[src/rtl/fsle_pkg.sv]
`default_nettype none

package fsle_pkg;

	// Instruction classes as they arrive in the low bits of the input tuser.
	typedef enum logic [2:0] {
		KIND_LABEL   = 3'd0,
		KIND_JUMP    = 3'd1,
		KIND_STORE   = 3'd2,
		KIND_LOAD    = 3'd3,
		KIND_BARRIER = 3'd4,
		KIND_OTHER   = 3'd5
	} kind_t;

	localparam int unsigned OFFSET_W = 32;
	localparam int unsigned REG_W    = 8;
	localparam int unsigned IN_DATA_W  = 48;
	localparam int unsigned IN_USER_W  = 4;
	localparam int unsigned OUT_DATA_W = 8;

	// One decoded instruction as it sits in the input register.
	typedef struct packed {
		kind_t               kind;
		logic [OFFSET_W-1:0] slot_offset;
		logic [REG_W-1:0]    reg_id;
		logic                refs_frame;
	} req_t;

endpackage

`default_nettype wire

[src/rtl/fsle_table.sv]
`default_nettype none

module fsle_table #(
	parameter int unsigned DEPTH = 16
) (
	input  wire              clk,
	input  wire              arst_n,
	input  wire              advance,
	input  fsle_pkg::req_t   req,
	output logic             load_redundant
);

	localparam int unsigned IDX_W = (DEPTH > 1) ? $clog2(DEPTH) : 1;

	logic [DEPTH-1:0]                 valid_q;
	logic [fsle_pkg::OFFSET_W-1:0]    offset_q [DEPTH];
	logic [fsle_pkg::REG_W-1:0]       register_q [DEPTH];
	logic                             after_jump_q;
	logic [IDX_W-1:0]                 replace_q;

	logic [DEPTH-1:0] hit;
	logic [DEPTH-1:0] hit_reg;
	logic [DEPTH-1:0] free_first;
	logic [DEPTH-1:0] victim;
	logic [DEPTH-1:0] write_sel;
	logic             any_hit;
	logic             any_free;
	logic             found;
	logic             do_store;
	logic             do_clear;

	// Offsets among valid entries are unique, so at most one entry hits.
	always_comb begin
		for (int k = 0; k < DEPTH; k++) begin
			hit[k]     = valid_q[k] && (offset_q[k] == req.slot_offset);
			hit_reg[k] = hit[k] && (register_q[k] == req.reg_id);
		end
	end

	always_comb begin
		found      = 1'b0;
		free_first = '0;
		for (int k = 0; k < DEPTH; k++) begin
			if (!valid_q[k] && !found) begin
				free_first[k] = 1'b1;
				found         = 1'b1;
			end
		end
	end

	always_comb begin
		victim = '0;
		victim[replace_q] = 1'b1;
	end

	assign any_hit  = |hit;
	assign any_free = |free_first;

	always_comb begin
		if (any_hit) begin
			write_sel = hit;
		end else if (any_free) begin
			write_sel = free_first;
		end else begin
			write_sel = victim;
		end
	end

	always_comb begin
		do_store = 1'b0;
		do_clear = 1'b0;
		case (req.kind)
			fsle_pkg::KIND_LABEL:   do_clear = after_jump_q;
			fsle_pkg::KIND_STORE:   do_store = 1'b1;
			fsle_pkg::KIND_BARRIER: do_clear = 1'b1;
			fsle_pkg::KIND_OTHER:   do_clear = req.refs_frame;
			default: begin
				do_store = 1'b0;
				do_clear = 1'b0;
			end
		endcase
	end

	assign load_redundant = (req.kind == fsle_pkg::KIND_LOAD) && (|hit_reg);

	always_ff @(posedge clk or negedge arst_n) begin
		if (!arst_n) begin
			valid_q      <= '0;
			after_jump_q <= 1'b0;
			replace_q    <= '0;
		end else if (advance) begin
			if (do_clear) begin
				valid_q <= '0;
			end else if (do_store) begin
				valid_q <= valid_q | write_sel;
			end
			if (req.kind == fsle_pkg::KIND_JUMP) begin
				after_jump_q <= 1'b1;
			end else if (req.kind == fsle_pkg::KIND_LABEL) begin
				after_jump_q <= 1'b0;
			end
			if (do_store && !any_hit && !any_free) begin
				if (replace_q == IDX_W'(DEPTH - 1)) begin
					replace_q <= '0;
				end else begin
					replace_q <= replace_q + 1'b1;
				end
			end
		end
	end

	always_ff @(posedge clk) begin
		if (advance && do_store) begin
			for (int k = 0; k < DEPTH; k++) begin
				if (write_sel[k]) begin
					offset_q[k]   <= req.slot_offset;
					register_q[k] <= req.reg_id;
				end
			end
		end
	end

endmodule

`default_nettype wire

[src/rtl/frame_slot_load_eliminator_top.sv]
// Frame slot load eliminator: store-to-load forwarding over frame-pointer slots.
// Input stream (s_*): one classified instruction per item. s_tuser carries the
// instruction class and the frame-reference flag; s_tdata carries the slot
// offset and the register. Output stream (m_*): exactly one item per input
// item, in order, whose bit 0 says the load can be removed.
// Each item passes through an input register, a tag compare and table
// update, and an output register. m_tvalid rises once the item has moved
// from the input register into the output register, which waits while a
// held result is not taken. Throughput is one item per cycle while m_tready
// stays high, set by the compare and write of the associative table, which
// must see the update of the previous item.
// When the receiver holds m_tready low the result stays in the output
// register and one more item is still accepted into the input register; after
// that s_tready drops until the result is taken. The table only changes when
// an item moves from the input register to the output register.
// Asynchronous reset empties both registers, invalidates every table entry,
// clears the jump flag and the round-robin replacement pointer. There is no
// clearing pass; the block takes items as soon as reset is released.
`default_nettype none

module frame_slot_load_eliminator_top #(
	parameter int unsigned TABLE_DEPTH = 16
) (
	input  wire                                clk,
	input  wire                                arst_n,
	input  wire                                s_tvalid,
	output logic                               s_tready,
	// [31:0] slot_offset (signed), [39:32] reg_id, [47:40] zero
	input  wire  [fsle_pkg::IN_DATA_W-1:0]     s_tdata,
	// [2:0] req_type, [3] refs_frame
	input  wire  [fsle_pkg::IN_USER_W-1:0]     s_tuser,
	output logic                               m_tvalid,
	input  wire                                m_tready,
	// [0] load_redundant, [7:1] zero
	output logic [fsle_pkg::OUT_DATA_W-1:0]    m_tdata
);

	logic           req_valid_s1;
	fsle_pkg::req_t req_s1;
	logic           out_valid_q;
	logic           redundant_q;
	logic           redundant;
	logic           advance;

	// The item in the input register is resolved when the output register
	// is empty or being drained in the same cycle.
	assign advance  = req_valid_s1 && (!out_valid_q || m_tready);
	assign s_tready = !req_valid_s1 || advance;

	always_ff @(posedge clk or negedge arst_n) begin
		if (!arst_n) begin
			req_valid_s1 <= 1'b0;
		end else if (s_tready) begin
			req_valid_s1 <= s_tvalid;
		end
	end

	always_ff @(posedge clk) begin
		if (s_tvalid && s_tready) begin
			req_s1.kind        <= fsle_pkg::kind_t'(s_tuser[2:0]);
			req_s1.refs_frame  <= s_tuser[3];
			req_s1.slot_offset <= s_tdata[31:0];
			req_s1.reg_id      <= s_tdata[39:32];
		end
	end

	fsle_table #(
		.DEPTH(TABLE_DEPTH)
	) u_table (
		.clk            (clk),
		.arst_n         (arst_n),
		.advance        (advance),
		.req            (req_s1),
		.load_redundant (redundant)
	);

	always_ff @(posedge clk or negedge arst_n) begin
		if (!arst_n) begin
			out_valid_q <= 1'b0;
		end else if (advance) begin
			out_valid_q <= 1'b1;
		end else if (m_tready) begin
			out_valid_q <= 1'b0;
		end
	end

	always_ff @(posedge clk) begin
		if (advance) begin
			redundant_q <= redundant;
		end
	end

	assign m_tvalid = out_valid_q;
	assign m_tdata  = {7'd0, redundant_q};

endmodule

`default_nettype wire

[config.mk]
export PLATFORM = sky130hd
export DESIGN_NAME = frame_slot_load_eliminator_top
export DESIGN_NICKNAME = d
export VERILOG_FILES = /design/src/rtl/fsle_pkg.sv /design/src/rtl/fsle_table.sv /design/src/rtl/frame_slot_load_eliminator_top.sv
export SDC_FILE = /design/constraint.sdc
export NUM_CORES = 1
export LEC_CHECK = 0
export BUFFER_PORTS_ARGS = -buffer_cell sky130_fd_sc_hd__buf_4
export CAP_MARGIN = 20
export CORE_MARGIN = 2
export CORE_UTILIZATION = 44
export CTS_BUF_LIST = sky130_fd_sc_hd__clkbuf_16
export DETAILED_ROUTE_END_ITERATION = 6
export GPL_TIMING_DRIVEN = 1
export PLACE_DENSITY = 0.67
export REMOVE_ABC_BUFFERS = 1
export SLEW_MARGIN = 10
export SYNTH_ARGS = -nofsm -noshare
export SYNTH_HDL_FRONTEND = slang
export SYNTH_SLANG_ARGS = --single-unit
[constraint.sdc]
create_clock -name clk -period 10.2 [get_ports clk]
set_input_delay 0.51 -clock clk [delete_from_list [all_inputs] [get_ports clk]]
set_output_delay 0.51 -clock clk [all_outputs]
set_load 0.02 [all_outputs]
== Word level (Yosys, flattened, before mapping) ==
Memory sizes are Yosys's and may differ from the RTL's.
Index checks and enable logic that the tools add are counted.
Storage, ports and cells
  register bits after elaboration: 68
  latch bits: 0
  RAM bits: 640
  bits in read-only memories: 0
  memories kept: 2
Operators by class
  $add $sub $neg: 1
  multiply operators: 0
  divide/modulo/power cells: 0
  magnitude comparators: 2
  eq/ne operators: 38
  shifts and indexed selects: 0
  multiplexer cells: 91
  bitwise logic cells: 1
  reduce and logical (&&, ||, !) cells: 99
Memories
  u_table.offset_q: depth 16, bits a word 32, rd ports 16, clocked after memory_dff 0, wr ports 16, line fsle_table.sv:16  | logic [fsle_pkg::OFFSET_W-1:0] offset_q [DEPTH];
  u_table.register_q: depth 16, bits a word 8, rd ports 16, clocked after memory_dff 0, wr ports 16, line fsle_table.sv:17  | logic [fsle_pkg::REG_W-1:0] register_q [DEPTH];
Operator list (count)
  equality test 32 bit: 16
  equality test 8 bit: 16
  two-way mux 1 bit: 84
  two-way mux 16 bit: 4
  logical AND 1 bit: 54
  OR reduction 16 bit: 3
  zero test 1 bit: 33
  bitwise OR 16 bit: 1
  equality test 3 x 2 -> 1 bit, second input constant: 2
  equality test 3 bit, second input constant: 2
  AND reduction 2 bit: 3
  nonzero test 2 bit: 3
  less-than comparator 4 x 5 -> 1 bit, second input constant: 1
  adder 4 x 1 -> 4 bit, second input constant: 1
  demux 1 bit (select 4 bit): 1
  equality test 4 bit, second input constant: 1
  greater-or-equal comparator 4 x 1 -> 1 bit, second input constant: 1
  two-way mux 4 bit: 1
  equality test 3 x 1 -> 1 bit, second input constant: 1
  zero test 3 bit: 1
  one-hot mux 1 bit (3 select lines): 1
  logical OR 1 bit: 2

== Logic depth before layout (Yosys ltp) ==
  word-level depth: 51
  depth in mapped cells: 11
  mapped depth without buffers: 8

== Hierarchy ==
From an unflattened synthesis, not the netlist that was laid out.
Second synthesis, totals
  cell total of the unflattened synthesis: 1863
  area, all modules: 29789.8 um2
By module, submodules not included
  fsle_table: times used 1, cells an instance 1801, area an instance 28270.9 um2
  frame_slot_load_eliminator_top: times used 1, cells an instance 62, area an instance 1519.0 um2

== Worst setup path before layout ==
OpenSTA, ideal clock, no wires.
  path kind: reg-to-reg
  start: register req_s1[11] in the netlist's numbering
  end: memory u_table.offset_q[1][160] in the netlist's numbering (enable)
  arrival time: 4.169 ns
  required time: 9.749 ns
  slack: 5.581 ns
  stages on the path, launching flop included: 11
  buffers on the path: 3
  period minus slack after synthesis: 4.619 ns
  cells stage by stage: edfxtp_1 -> buf_4 -> buf_6 -> xnor2_1 -> and3_1 -> nand3_1 -> nand4b_2 -> nor4_4 -> buf_4 -> nand3_1 -> a21oi_1
RTL lines
  start, declared: line frame_slot_load_eliminator_top.sv:39  | fsle_pkg::req_t req_s1;
  end, declared: line fsle_table.sv:16

==> results.toml <==
[status]
outcome = "complete, no violations"

[synthesis]
synth_edf_count = 685
seq_area_frac_synth_pct = 70.26
syn_inst = 1864
ys_types = 57
yosysMostFrequentCell = "edfxtp_1"
netlist_top_cells_area = "edfxtp_1, xnor2_1, xor2_1"
async_flop_share_pct = 3.249
synth.ff_latch_count = 708
synth_commonest_cells = "edfxtp_1, xnor2_1, xor2_1"
ys.flop_type = "edfxtp_1"
avgSynthCellArea_um2 = 16.15
yosys_warnings = 0
yosysTopAreaCell = "edfxtp_1"
synth_top_area_share_pct = 68.35
synth_area_um2 = 30100

[cells_and_area]
area_growth_pct = 11.89
multi_input_area_um2 = 8274
stdcell_area_um2 = 33670
layout-drive-gt1-share_pct = 11.79
num-fill-cells = 5424
regArea_um2 = 21150
final_cells = 2884
nets = 2015

[sta]
holdWs_ns = 0.07884
hold_viol_final = 0
tightest_slew_ns = 0.9765
finalSetupTns_ns = 0
fmax_ghz = 0.2195
slew_violations = 0
final-setup-viol-count = 0
layout_min_cycle_time_ns = 4.556
layout_worst_path_cycle_share_pct = 44.67
rsz0062_at_grt = "false"
maxSlewHeadroom_pct = 34.90
fin_skew_ns = 0.03045

[critical_path]
end_kind = "register"
start_kind = "register"
criticalPathCategory = "register to register"
crit_path_max_fanout = 40
worstPathArrival_ns = 4.85
critPathRequiredTime_ns = 10.49

[global_route]
grt_pass1_wl_um = 97880
grt_pass1_vias = 15680
antenna_found_initial = 0
grt_overflow = 0
grt_use_total_pct = 18.66
grt_max_degree = 45

[clocking]
clk_latency_ns = 0.61
post_cts_resized = 0
cts_setup_buffers = 0
clock_path_buffers = 3
htreeDepth = 3
cts_sinks = 708
tritoncts = "yes"
clk_pin_slew_ns = 0.06
root_buffer = "clkbuf_16"
cts_made_buffers = 73

[power_and_ir_drop]
power.leakage_nw = 10.42
clock_power_share_pct = 41.1
comb_power_share_pct = 5.9
p_switching_mw = 1.303
swShare_pct = 21.36
peakVddDrop_mv = 0.1450
p_per_area_nw_per_um2 = 181.2
p_int_mw = 4.799
p_seq_share_pct = 53.0

[route]
drcViolationCount = 0
drtIter0Drc = 1203
wirelength_um = 64750
dr.pass1.iters = 5
wire_per_inst_um = 22.45
routed_via_density = 5.365
via_count = 15470
ant_nets = 0

[placement]
placed_area_um2 = 31390
gp_congestion = 0.8385
port_buffers = 50
dp.cells = 2751
place_hpwl_um = 35950

[die]
num_io_pins = 66
start_util_pct = 44.65
core_area_um2 = 67400
fp.dieW_um = 265.5
die_h_um = 265.5
die_area_um2 = 70510
placementRows = 95

[job]
maxCapViolations = 0

[worst_hold_path]
worstHoldPathType = "input port to register"
==> cell type report <==
class / instances / share of cell area, %
clock inverters: 53 / 0.9587
diodes: 1 / 0.007432
well taps: 873 / 3.244
flip-flops and latches: 708 / 62.80
multi-input cells: 1043 / 24.57
inverters: 20 / 0.2229
repair buffers: 109 / 2.475
clock buffers: 77 / 5.722
==> cells by family (layout without fill, tap and decap cells) <==
kind of cell / count (synthesis) / in the layout / synth area share (%)
flops: 708 / 708 / 70.26
xor+xnor: 633 / 633 / 18.47
simple gates: 333 / 333 / 6.752
buf+inv: 119 / 259 / 2.914
compound gates: 63 / 63 / 1.285
fa+ha+maj: 4 / 4 / 0.1663
mux: 3 / 3 / 0.1372
other cells: 1 / 8 / 0.01246
==> cell usage in the layout (no fill, tap or decap), drive strengths merged, types with 2 or more instances in the layout <==
cell | Yosys | final
edfxtp | 685 | 685
xnor2 | 492 | 492
xor2 | 141 | 141
nand4 | 134 | 134
buf | 83 | 108
clkbuf | 16 | 77
nor4 | 54 | 54
inv | 20 | 43
nand3 | 34 | 34
nand2 | 33 | 33
nor3 | 32 | 32
clkinv | 0 | 26
dfrtp | 23 | 23
a21oi | 20 | 20
o21ai | 19 | 19
nor2 | 15 | 15
and3 | 8 | 8
conb | 1 | 7
nand2b | 6 | 6
o22ai | 4 | 4
a32o | 4 | 4
ha | 4 | 4
bufinv | 0 | 4
or4 | 4 | 4
a22o | 3 | 3
nand4b | 3 | 3
mux2 | 3 | 3
a22oi | 2 | 2
nor3b | 2 | 2
nor2b | 2 | 2
a31oi | 2 | 2
o21bai | 2 | 2
or3 | 2 | 2
and4 | 2 | 2
==> power groups by stage <==
stage | logic [mW] | clock network [mW] | registers, mW
2_1_floorplan | 0.147 | 0 | 3.37
3_3_place_gp | 0.350 | 0 | 3.30
3_5_place_dp | 0.361 | 0 | 3.30
4_1_cts | 0.363 | 2.55 | 3.24
5_1_grt | 0.388 | 2.67 | 3.24
6_report | 0.358 | 2.51 | 3.24
==> registers in the layout (all words and copies together) (netlist names) <==
name                  flops
u_table.offset_q        512
u_table.register_q      128
req_s1                   44
u_table.valid_q          16
u_table.replace_q         4
m_tvalid                  1
redundant_q               1
req_valid_s1              1
u_table.after_jump_q      1
==> timing repair <==
action | in CTS | in global routing
setup endpoints to repair | 0 | 0
hold buffers | 1 | 0
endpoints found under the hold margin | 23 | 0
==> routing by layer <==
metal | global-route usage, % | up-vias | part of all wire (%)
li1 | - | 6995 | -
met1 | 25.80 | 7931 | 45
met2 | 30.30 | 443 | 48
met3 | 3.351 | 104 | 5.2
met4 | 5.466 | 0 | 2.5
met5 | 0 | - | 0
==> worst max-delay path, stage by stage, from the launching register on <==
cell	delay [ns]
edfxtp_1	0.88
buf_4	0.47
xnor2_1	0.17
nand4_1	0.10
nor4_1	0.82
nand3_1	0.52
nand4_1	0.31
nor4_4	0.06
buf_4	0.23
o21ai_0	0.20
a21oi_4	0.10
buf_4	0.34
==> path summary, 6_finish.rpt <==
path / start / to / slack [ns] / depth (start not counted)
worst max-delay path: req_s1[21]$_DFFE_PP_ / u_table.offset_q[0][19]$_DFFE_PP_ / 5.64 / 11
min in group asynchronous: arst_n / u_table.after_jump_q$_DFFE_PN0P_ / 0.37 / 2
worst max register to register: req_s1[21]$_DFFE_PP_ / u_table.offset_q[0][19]$_DFFE_PP_ / 5.64 / 11
max in group asynchronous: arst_n / u_table.valid_q[14]$_DFFE_PN0P_ / 9.55 / 2
worst min-delay path: s_tdata[18] / req_s1[27]$_DFFE_PP_ / 0.08 / 1
worst min register to register: req_valid_s1$_DFFE_PN0N_ / m_tvalid$_DFFE_PN0P_ / 0.50 / 1
==> per-stage QoR <==
stage	power [mW]	worst slack [ns]	utilization, %
global route	6.292	5.484	49.96
global placement	3.646	5.671	46.58
floorplan	3.514	5.034	-
finish	6.102	5.644	49.96
CTS	6.149	5.567	49.93
detailed placement	3.659	5.572	46.58
Note: power is estimated with default switching activity, not from simulation.
